**src/rtl/xmd_pkg.sv**
```systemverilog
// Shared types and constants for the 8086 MOV decoder.
`timescale 1ns / 1ps
package xmd_pkg;

  typedef enum logic [1:0] {
    PH_OPCODE,
    PH_MODRM,
    PH_LOW,
    PH_HIGH
  } xmd_phase_t;

  localparam logic [5:0] OP_MOV_RM  = 6'b100010;
  localparam logic [3:0] OP_MOV_IMM = 4'b1011;
  localparam logic [2:0] RM_DIRECT  = 3'b110;
  localparam logic [2:0] RM_BX      = 3'b111;

  localparam logic [1:0] MOD_MEM    = 2'b00;
  localparam logic [1:0] MOD_DISP8  = 2'b01;
  localparam logic [1:0] MOD_DISP16 = 2'b10;
  localparam logic [1:0] MOD_REG    = 2'b11;

  localparam logic [1:0] KIND_REG    = 2'd0;
  localparam logic [1:0] KIND_EA     = 2'd1;
  localparam logic [1:0] KIND_DIRECT = 2'd2;
  localparam logic [1:0] KIND_IMM    = 2'd3;

  typedef struct packed {
    logic        unknown;
    logic [7:0]  opcode;
    logic [7:0]  modrm;
    logic [15:0] value;
    logic [2:0]  len;
  } xmd_rec_t;

  typedef struct packed {
    logic     push;
    xmd_rec_t rec;
  } xmd_push_t;

  typedef struct packed {
    logic        is_unknown;
    logic        wide;
    logic [1:0]  dst_kind;
    logic [3:0]  dst_register;
    logic [1:0]  src_kind;
    logic [3:0]  src_register;
    logic [2:0]  address_form;
    logic [15:0] displacement;
    logic [15:0] operand_value;
    logic [2:0]  length;
  } xmd_out_t;

endpackage

```
**src/rtl/xmd_front.sv**
```systemverilog
// Byte collector: gathers opcode, ModRM and extra bytes into one instruction record.
`timescale 1ns / 1ps
module xmd_front
  import xmd_pkg::*;
(
  input  logic       clk,
  input  logic       rst,
  input  logic       accept,
  input  logic [7:0] code_byte,
  output xmd_push_t  push_out
);

  xmd_phase_t phase, phase_next;
  logic [7:0] opcode_held, opcode_held_next;
  logic [7:0] modrm_held, modrm_held_next;
  logic [7:0] low_byte_held, low_byte_held_next;
  logic [1:0] bytes_left, bytes_left_next;
  logic [2:0] bytes_taken, bytes_taken_next;

  always_ff @(posedge clk) begin
    if (rst) begin
      phase         <= PH_OPCODE;
      opcode_held   <= '0;
      modrm_held    <= '0;
      low_byte_held <= '0;
      bytes_left    <= '0;
      bytes_taken   <= '0;
    end else begin
      phase         <= phase_next;
      opcode_held   <= opcode_held_next;
      modrm_held    <= modrm_held_next;
      low_byte_held <= low_byte_held_next;
      bytes_left    <= bytes_left_next;
      bytes_taken   <= bytes_taken_next;
    end
  end

  always_comb begin
    logic [1:0] extra;
    logic [1:0] left_dec;
    logic [2:0] taken_inc;
    extra              = 2'd0;
    left_dec           = bytes_left - 2'd1;
    taken_inc          = bytes_taken + 3'd1;
    phase_next         = phase;
    opcode_held_next   = opcode_held;
    modrm_held_next    = modrm_held;
    low_byte_held_next = low_byte_held;
    bytes_left_next    = bytes_left;
    bytes_taken_next   = bytes_taken;
    push_out           = '0;
    if (accept) begin
      unique case (phase)
        PH_MODRM: begin
          modrm_held_next  = code_byte;
          bytes_taken_next = 3'd2;
          unique case (code_byte[7:6])
            MOD_DISP8:  extra = 2'd1;
            MOD_DISP16: extra = 2'd2;
            MOD_MEM:    extra = (code_byte[2:0] == RM_DIRECT) ? 2'd2 : 2'd0;
            default:    extra = 2'd0;
          endcase
          if (extra == 2'd0) begin
            push_out.push        = 1'b1;
            push_out.rec.opcode  = opcode_held;
            push_out.rec.modrm   = code_byte;
            push_out.rec.len     = 3'd2;
            phase_next           = PH_OPCODE;
            bytes_left_next      = 2'd0;
          end else begin
            bytes_left_next = extra;
            phase_next      = PH_LOW;
          end
        end
        PH_LOW: begin
          low_byte_held_next = code_byte;
          bytes_taken_next   = taken_inc;
          bytes_left_next    = left_dec;
          if (left_dec == 2'd0) begin
            push_out.push       = 1'b1;
            push_out.rec.opcode = opcode_held;
            push_out.rec.modrm  = modrm_held;
            push_out.rec.value  = {8'h00, code_byte};
            push_out.rec.len    = taken_inc;
            phase_next          = PH_OPCODE;
          end else begin
            phase_next = PH_HIGH;
          end
        end
        PH_HIGH: begin
          bytes_taken_next    = taken_inc;
          bytes_left_next     = 2'd0;
          push_out.push       = 1'b1;
          push_out.rec.opcode = opcode_held;
          push_out.rec.modrm  = modrm_held;
          push_out.rec.value  = {code_byte, low_byte_held};
          push_out.rec.len    = taken_inc;
          phase_next          = PH_OPCODE;
        end
        default: begin
          phase_next = PH_OPCODE;
          if (code_byte[7:2] == OP_MOV_RM) begin
            opcode_held_next = code_byte;
            bytes_taken_next = 3'd1;
            bytes_left_next  = 2'd0;
            phase_next       = PH_MODRM;
          end else if (code_byte[7:4] == OP_MOV_IMM) begin
            opcode_held_next = code_byte;
            bytes_taken_next = 3'd1;
            bytes_left_next  = code_byte[3] ? 2'd2 : 2'd1;
            phase_next       = PH_LOW;
          end else begin
            bytes_taken_next     = 3'd0;
            bytes_left_next      = 2'd0;
            push_out.push        = 1'b1;
            push_out.rec.unknown = 1'b1;
            push_out.rec.len     = 3'd1;
          end
        end
      endcase
    end
  end

endmodule

```
**src/rtl/xmd_queue.sv**
```systemverilog
// Two-entry queue of collected instruction records between front and back.
`timescale 1ns / 1ps
module xmd_queue
  import xmd_pkg::*;
(
  input  logic      clk,
  input  logic      rst,
  input  xmd_push_t push_in,
  input  logic      pop,
  output logic      full,
  output logic      head_valid,
  output xmd_rec_t  head
);

  xmd_rec_t   entries [2];
  logic       wr_ptr;
  logic       rd_ptr;
  logic [1:0] count;

  assign full       = (count == 2'd2);
  assign head_valid = (count != 2'd0);
  assign head       = entries[rd_ptr];

  always_ff @(posedge clk) begin
    if (push_in.push) begin
      entries[wr_ptr] <= push_in.rec;
    end
  end

  always_ff @(posedge clk) begin
    if (rst) begin
      wr_ptr <= 1'b0;
      rd_ptr <= 1'b0;
      count  <= 2'd0;
    end else begin
      if (push_in.push) begin
        wr_ptr <= ~wr_ptr;
      end
      if (pop) begin
        rd_ptr <= ~rd_ptr;
      end
      case ({push_in.push, pop})
        2'b10:   count <= count + 2'd1;
        2'b01:   count <= count - 2'd1;
        default: count <= count;
      endcase
    end
  end

endmodule

```
**src/rtl/xmd_back.sv**
```systemverilog
// Field decoder and output register for one collected MOV instruction.
`timescale 1ns / 1ps
module xmd_back
  import xmd_pkg::*;
(
  input  logic     clk,
  input  logic     rst,
  input  logic     head_valid,
  input  xmd_rec_t head,
  output logic     pop,
  output logic     result_valid,
  input  logic     result_ready,
  output xmd_out_t result
);

  xmd_out_t dec;

  assign pop = head_valid && (!result_valid || result_ready);

  always_comb begin
    logic       w;
    logic       d;
    logic [1:0] md;
    logic [2:0] rm;
    logic [1:0] okind;
    logic [3:0] oreg;
    dec   = '0;
    w     = head.opcode[0];
    d     = head.opcode[1];
    md    = head.modrm[7:6];
    rm    = head.modrm[2:0];
    okind = KIND_REG;
    oreg  = 4'd0;
    dec.length = head.len;
    if (head.unknown) begin
      dec.is_unknown = 1'b1;
    end else if (head.opcode[7:4] == OP_MOV_IMM) begin
      dec.wide          = head.opcode[3];
      dec.dst_kind      = KIND_REG;
      dec.dst_register  = {head.opcode[3], head.opcode[2:0]};
      dec.src_kind      = KIND_IMM;
      dec.operand_value = head.value;
    end else begin
      dec.wide = w;
      if (md == MOD_REG) begin
        okind = KIND_REG;
        oreg  = {w, rm};
      end else if (md == MOD_MEM && rm == RM_DIRECT) begin
        okind             = KIND_DIRECT;
        dec.operand_value = head.value;
      end else begin
        okind            = KIND_EA;
        dec.address_form = rm;
        if (md == MOD_DISP8) begin
          dec.displacement = {{8{head.value[7]}}, head.value[7:0]};
        end else if (md == MOD_DISP16) begin
          dec.displacement = head.value;
        end
      end
      if (d) begin
        dec.dst_kind     = KIND_REG;
        dec.dst_register = {w, head.modrm[5:3]};
        dec.src_kind     = okind;
        dec.src_register = oreg;
      end else begin
        dec.dst_kind     = okind;
        dec.dst_register = oreg;
        dec.src_kind     = KIND_REG;
        dec.src_register = {w, head.modrm[5:3]};
      end
    end
  end

  always_ff @(posedge clk) begin
    if (rst) begin
      result_valid <= 1'b0;
    end else if (pop) begin
      result_valid <= 1'b1;
    end else if (result_ready) begin
      result_valid <= 1'b0;
    end
  end

  always_ff @(posedge clk) begin
    if (pop) begin
      result <= dec;
    end
  end

endmodule

```
**src/rtl/x86_16_mov_decoder.sv**
```systemverilog
// Top level of the streaming 8086 MOV decoder.
// Usage:
//   Input channel: one instruction byte per beat on code_byte, code_valid/code_ready.
//   Output channel: one decoded instruction per beat, result_valid/result_ready.
//   A beat that completes an instruction (last extra byte, a ModRM with no extra
//   bytes, or a byte that starts no MOV form) produces exactly one result.
//   The edge that takes the completing byte writes the record queue; the record then
//   loads the output register once that register is empty or being drained.
//   Throughput: one byte per cycle while code_ready is high; set by the single-byte
//   collector in the front. The front and the output register are parted by a two-entry
//   record queue, so with the receiver stalled up to three results are held;
//   code_ready drops only while that queue is full.
//   Reset (synchronous, active high) returns the collector to waiting for an
//   opcode, empties the queue and drops result_valid.
`timescale 1ns / 1ps
module x86_16_mov_decoder
  import xmd_pkg::*;
(
  input  logic               clk,
  input  logic               rst,
  input  logic               code_valid,
  output logic               code_ready,
  input  logic [7:0]         code_byte,
  output logic               result_valid,
  input  logic               result_ready,
  output logic               is_unknown,
  output logic               wide,
  output logic [1:0]         dst_kind,
  output logic [3:0]         dst_register,
  output logic [1:0]         src_kind,
  output logic [3:0]         src_register,
  output logic [2:0]         address_form,
  output logic signed [15:0] displacement,
  output logic [15:0]        operand_value,
  output logic [2:0]         length
);

  xmd_push_t push_bus;
  xmd_rec_t  head;
  xmd_out_t  result;
  logic      full;
  logic      head_valid;
  logic      pop;

  assign code_ready = !full;

  xmd_front u_front (
    .clk       (clk),
    .rst       (rst),
    .accept    (code_valid && code_ready),
    .code_byte (code_byte),
    .push_out  (push_bus)
  );

  xmd_queue u_queue (
    .clk        (clk),
    .rst        (rst),
    .push_in    (push_bus),
    .pop        (pop),
    .full       (full),
    .head_valid (head_valid),
    .head       (head)
  );

  xmd_back u_back (
    .clk          (clk),
    .rst          (rst),
    .head_valid   (head_valid),
    .head         (head),
    .pop          (pop),
    .result_valid (result_valid),
    .result_ready (result_ready),
    .result       (result)
  );

  assign is_unknown    = result.is_unknown;
  assign wide          = result.wide;
  assign dst_kind      = result.dst_kind;
  assign dst_register  = result.dst_register;
  assign src_kind      = result.src_kind;
  assign src_register  = result.src_register;
  assign address_form  = result.address_form;
  assign displacement  = result.displacement;
  assign operand_value = result.operand_value;
  assign length        = result.length;

endmodule

```
**config.mk**
```make
export PLATFORM = sky130hd
export DESIGN_NAME = x86_16_mov_decoder
export DESIGN_NICKNAME = d
export VERILOG_FILES = /design/src/rtl/xmd_pkg.sv /design/src/rtl/xmd_front.sv /design/src/rtl/xmd_queue.sv /design/src/rtl/xmd_back.sv /design/src/rtl/x86_16_mov_decoder.sv
export SDC_FILE = /design/constraint.sdc
export NUM_CORES = 1
export LEC_CHECK = 0
export ABC_CLOCK_PERIOD_IN_PS = 3500
export BUFFER_PORTS_ARGS = -buffer_cell sky130_fd_sc_hd__buf_2
export CAP_MARGIN = 10
export CORE_MARGIN = 1
export CORE_UTILIZATION = 35
export CTS_CLUSTER_SIZE = 14
export DETAILED_ROUTE_END_ITERATION = 10
export MAX_ROUTING_LAYER = met4
export PLACE_DENSITY = 0.5
export SLEW_MARGIN = 30
export SYNTH_ARGS = -nofsm -noshare
export SYNTH_HDL_FRONTEND = slang
export SYNTH_SLANG_ARGS = --single-unit
```
**constraint.sdc**
```tcl
create_clock -name clk -period 3.5 [get_ports clk]
set_input_delay 0.35 -clock clk [delete_from_list [all_inputs] [get_ports clk]]
set_output_delay 0.35 -clock clk [all_outputs]
set_load 0.005 [all_outputs]
```
# Word level (Yosys, flattened, before mapping)
# Memories as Yosys holds them, arrays and structs flattened. A register that Yosys moved wholly into a read port is not among the register bits.
# Cells that the tools add are included.
[totals] ff_bits=88 mem_bits_rw=72 in_bits=12 out_inout_bits=54 word_cells=118 n_memories=1
[mem_list] memory="u_queue.entries" depth=2 width=36 rd=1 rd_ports_with_merged_regs=1 wr=1 line="xmd_queue.sv:15" source="xmd_rec_t entries [2];"
[classes] addsub=4 eq_ne=16 mux=52 n_bitwise=3 n_reduce_logical=22
[ops] op="2-to-1 mux 16 bit" n=6
[ops] op="one-hot mux 16 bit (3 select lines)" n=1
[ops] op="2-to-1 mux 37 bit" n=1
[ops] op="2-to-1 mux 35 bit" n=1
[ops] op="2-to-1 mux 2 bit" n=16
[ops] op="one-hot mux 16 bit (2 select lines)" n=1
[ops] op="one-hot mux 2 bit (3 select lines)" n=3
[ops] op="2-to-1 mux 8 bit" n=2
[ops] op="equality test 2 bit, second input constant" n=7
[ops] op="2-to-1 mux 1 bit" n=13
[ops] op="2-to-1 mux 12 bit" n=1
[ops] op="2-to-1 mux 9 bit" n=1
[ops] op="one-hot mux 3 bit (3 select lines)" n=1
[ops] op="equality test 2 x 1 -> 1 bit, second input constant" n=4
[ops] op="equality test 4 bit, second input constant" n=2
[ops] op="logical NOT 2 bit" n=4
[ops] op="nonzero test 2 bit" n=4
[ops] op="equality test 3 bit, second input constant" n=2
[ops] op="equality test 6 bit, second input constant" n=1
[ops] op="one-hot mux 3 bit (2 select lines)" n=1
[ops] op="OR reduction 3 bit" n=2
[ops] op="2-to-1 mux 4 bit" n=1
[ops] op="one-hot mux 2 bit (2 select lines)" n=1
[ops] op="AND reduction 2 bit" n=2
[ops] op="12 further kinds" n=19

# Longest topological paths before layout
[depth] depth_word=11 mapped_depth=8

# Modules after synthesis
# Synthesis repeated with hierarchy kept, for this count alone.
[hier_totals] cells_unflattened=528 area_unflattened_um2=7024.2
[by_module_without_submodules] module="xmd_queue" instances=1 cells_per_inst=134 area_each_um2=2797.7 seq_area_each_um2=2262.2
[by_module_without_submodules] module="xmd_back" instances=1 cells_per_inst=158 area_each_um2=2267.2 seq_area_each_um2=1581.5
[by_module_without_submodules] module="xmd_front" instances=1 cells_per_inst=234 area_each_um2=1949.4 seq_area_each_um2=620.6
[by_module_without_submodules] module="x86_16_mov_decoder" instances=1 cells_per_inst=2 area_each_um2=10.0 seq_area_each_um2=0.0

# Worst setup path before layout
# OpenSTA, ideal clock, no wires.
[synth_timing] kind="in2reg" from="input port code_byte[7]" to="memory u_queue.entries[0][0] in the netlist's numbering, enable pin" arrival_ps=2763 path_slack_ps=308 cell_stages=5 path_buffers=1 path_cell_list="clkbuf_1 xnor2_1 nand2_1 a211o_2 nor2_1"
[synth_via] elab_chain_len=10
[synth_rtl] element="start: declaration" line="x86_16_mov_decoder.sv:23" source="input logic [7:0] code_byte,"
[synth_rtl] element="equality test 2 bit, or another cell as far along" line="xmd_front.sv:57" source="unique case (code_byte[7:6])"
[synth_rtl] element="one-hot mux 2 bit (3 select lines)" line="xmd_front.sv:57"
[synth_rtl] element="2-to-1 mux 2 bit" line="xmd_front.sv:53" source="unique case (phase)"
[synth_rtl] element="2-to-1 mux 2 bit" line="xmd_front.sv:52" source="if (accept) begin"
[synth_rtl] element="logical NOT 2 bit" line="xmd_front.sv:63" source="if (extra == 2'd0) begin"
[synth_rtl] element="2-to-1 mux 1 bit" line="xmd_front.sv:63"
[synth_rtl] element="one-hot mux 1 bit (3 select lines) *" line="xmd_front.sv:53"
[synth_rtl] element="2-to-1 mux 37 bit *" line="xmd_front.sv:52"
[synth_rtl] element="2-to-1 mux 1 bit *" line="xmd_queue.sv:25" source="if (push_in.push) begin"
[synth_rtl] element="2-to-1 mux 1 bit (not written as such) *" line="xmd_queue.sv:26" source="entries[wr_ptr] <= push_in.rec;"
[synth_rtl] element="end: declaration" line="xmd_queue.sv:15"
# Every way passes the cells marked *; elsewhere a longest branch is shown, timed or not. The select of a mux whose other input is x is not followed.

# Worst setup path in the final report
[layout_timing] from="register u_front.phase[1]" to="memory u_queue.entries[0][12] in the netlist's numbering, enable pin"
[layout_via] elab_chain_len=5
[layout_rtl] element="start: declaration" line="xmd_front.sv:13" source="xmd_phase_t phase, phase_next;"
[layout_rtl] element="start signal: assignment" line="xmd_front.sv:29" source="phase <= phase_next;"
[layout_rtl] element="equality test 2 bit / equality test 2 x 1 -> 1 bit (equally long branches)" line="xmd_front.sv:53"
[layout_rtl] element="one-hot mux 1 bit (3 select lines) *" line="xmd_front.sv:53"
[layout_rtl] element="2-to-1 mux 37 bit *" line="xmd_front.sv:52"
[layout_rtl] element="2-to-1 mux 1 bit *" line="xmd_queue.sv:25"
[layout_rtl] element="2-to-1 mux 1 bit (not written as such) *" line="xmd_queue.sv:26"
# Every way passes the cells marked *; elsewhere a longest branch is shown, timed or not.

==> metrics <==
Seq/Total Area, Yosys 66.5%; mapped cell area 6720 µm²; Sw Share 28.2%; Fillers 1795; Nets 600; Int Pwr 0.00423 W; cell taking the most area after synthesis edfxtp_1; crit end category register; number of gates resized after CTS 0; Synth Net Count 539; initial antenna violation count 0; Area Growth Syn to Fin 17.3%; sw power 0.00166 W; Slew @ Worst Pin 0.879 ns; peak fanout along the critical path 22; Setup TNS 0 ns; Pwr Density 748 nW/µm²; share of layout cells above drive strength 1 21.7%; Final Setup Violations 0; clock root buffer clkbuf_16; ys async rst share 0%; post-layout min period 2.69 ns; Post-CTS Setup Inserts 0; Req. time, crit path 3.61 ns; CTS tree yes; routed vias 4244; DP HPWL 9.71 mm; worst hold endpoint u_back.result_valid; Top FF cell, synth edfxtp_1; Worst VDD drop 0.421 mV; FMAX 372 MHz; Core ar. 18800 µm²; total wire length 14.3 mm; Final Cell Area 7870 µm²; fin crit share 76.8%; Slew HR 41.4%; RSZ-0062 raised after global routing no; synthesized area per cell 12.8 µm²; result of the run complete, no violations; Synth Register Bits 161; Port Buffers 65; synth top area cells edfxtp_1, dfxtp_1, mux2i_1; Yosys cell types 52; Cells after Synth 524; cts-stage hold buffer count 0; Reg-to-Reg Start u_front.phase[1]; Clk pin slew, worst setup/hold paths 0.06 ns; power share of the clock group 32.5%; clock latency on the worst-skew pair 0.43 ns; Synth warnings 0; Post-route DRC 0; leak pwr 2.88 nW; global-route wire length before repair 22.3 mm; global-route usage over all layers 15.7%; DR WL/cell 17.2 µm; DR vias/cell 5.10; dpl cell area 7270 µm²; Clock Path Buffers 2; ant diodes 0; share of Yosys cell area claimed by the top area cell type 55.4%; worst r2r path cells 5; Hold Path Class in -> reg; vias in the first global route 3986; max-cap violations 0; H-tree depth 4; combinational share of power 20.7%; CP Launch Type register; total gr overflow 0; Clock Skew 0.00630 ns; Starting Density 35.8%; R2R Path End u_queue.entries[0][12]; Final ANT Viol Nets 0; Initial DRT Pass Iterations 4; largest net degree at the start of global routing 54; Die Wd 141 µm; CP Class reg -> reg; Die Ht 141 µm; DRT iter0 DRCs 291; Fin. Hold Viols 0; CP arrival 2.80 ns; FP Rows 50; hold_sp result_ready; Max Transition Viols Final 0; Clock Sinks 161; setup slack, reg-to-reg 0.81 ns; CTS buffer count 17; final hold slack 0.223 ns; # IOs 66; die area 19700 µm²; number of flops mapped to enable cells by yosys 124; hold path depth 3; Reg power frac 46.8%; GPL Wtd Cong 0.926
-- per-layer routing --
metal	global-route usage, %	routed length, µm
met1	20.6	6850
met2	23.4	6660
met3	3.83	625
met4	6.01	168
met5	-	0
-- state kept, by name, indices dropped and copies added, names as in the netlist, 2 cells and up, named ones only --
| signal | count |
|---|---|
| u_queue.count | 2 |
| u_front.phase | 2 |
| u_front.bytes_left | 2 |
| u_back.result | 52 |
| u_front.modrm_held | 8 |
| u_queue.entries | 72 |
| u_front.opcode_held | 8 |
| u_front.low_byte_held | 8 |
| u_front.bytes_taken | 3 |
-- cell usage in the layout (no fill, tap or decap), types with 9 or more instances in the layout --
cell	instances
a21oi_1	37
and2_1	11
and3_1	9
buf_2	65
buf_4	9
clkbuf_16	17
dfxtp_1	36
edfxtp_1	124
mux2_2	12
mux2i_1	38
nand2_1	21
nand3_1	20
nor2_1	63
nor3_1	16
o21ai_0	17
-- worst max-delay path, cell delays in order (launching register included) --
cell,delay [ns]
dfxtp_1,0.48
inv_1,0.23
o311ai_0,0.18
a211o_2,0.36
nor2_2,0.68
buf_4,0.42
-- power groups by stage --
stage	Combinational [W]	Clock [W]	Sequential [W]
2_1_floorplan	0.000698	0	0.00283
3_3_place_gp	0.00123	0	0.00280
3_5_place_dp	0.00124	0	0.00280
4_1_cts	0.00125	0.00195	0.00277
5_1_grt	0.00135	0.00203	0.00281
6_report	0.00122	0.00192	0.00276
-- cells in the mapped netlist (2+ instances only) --
library cell and number:
nand4_1 2, or4bb_1 3, nand4b_1 4, o211ai_1 4, inv_1 6, nand3_1 20
a311oi_1 2, ha_1 3, mux2i_1 38, nand3b_1 3, clkbuf_1 19, nand2b_1 5
a22o_1 6, nor3_1 16, o21ba_2 4, and2_1 11, nor2_1 65, a21o_1 3
a211oi_1 6, a21oi_1 37, nor2b_1 6, nor3b_1 2, a31oi_1 2, o21ai_0 17
nand2_1 21, a32o_1 2, edfxtp_1 124, xnor2_1 4, and3_1 9, buf_2 11
mux2_2 12, dfxtp_1 37
-- final cells by class --
| class | count | area (µm²) | share of cell area (%) |
|---|---|---|---|
| well taps | 234 | 293 | 3.72 |
| repair buffers | 74 | 393 | 4.99 |
| clock buffers | 17 | 425 | 5.40 |
| inverters | 6 | 22.5 | 0.286 |
| multi-input cells | 325 | 2090 | 26.6 |
| flip-flops and latches | 161 | 4470 | 56.7 |
| clock inverters | 15 | 181 | 2.30 |
-- cell families (layout without fill, tap and decap cells) --
group | after synthesis | in the layout | synth area share [%]
flops | 161 | 161 | 66.5
mux | 51 | 51 | 7.84
buf+inv | 38 | 112 | 2.44
fa+ha+maj | 3 | 3 | 0.559
xor+xnor | 5 | 5 | 0.652
simple gates | 172 | 172 | 12.8
compound gates | 94 | 94 | 9.26
-- worst max-delay path by stage --
stage | start | to | slack [ns] | cells past startpoint
after floorplan | code_byte[7] | u_queue.entries[0][0] | 0.31 | 5
after global placement | code_byte[6] | u_queue.entries[0][27] | 0.82 | 6
after detailed placement | code_byte[6] | u_queue.entries[1][29] | 0.73 | 6
after CTS | u_front.phase[1] | u_queue.entries[1][19] | 0.81 | 5
after global routing | u_front.phase[1] | u_queue.entries[0][24] | 0.60 | 5
final | u_front.phase[1] | u_queue.entries[0][12] | 0.81 | 5
-- metrics by stage --
step | setup WS [ns] | total power [W] | instances | util [%]
after floorplan | 0.308 | 0.00353 | 524 | -
after global placement | 0.816 | 0.00403 | 800 | 38.7
after detailed placement | 0.732 | 0.00404 | 800 | 38.7
after CTS | 0.812 | 0.00597 | 832 | 42.0
after global routing | 0.602 | 0.00619 | 832 | 42.0
final | 0.810 | 0.00589 | 832 | 42.0
Note: power is estimated with default switching activity, not from simulation.
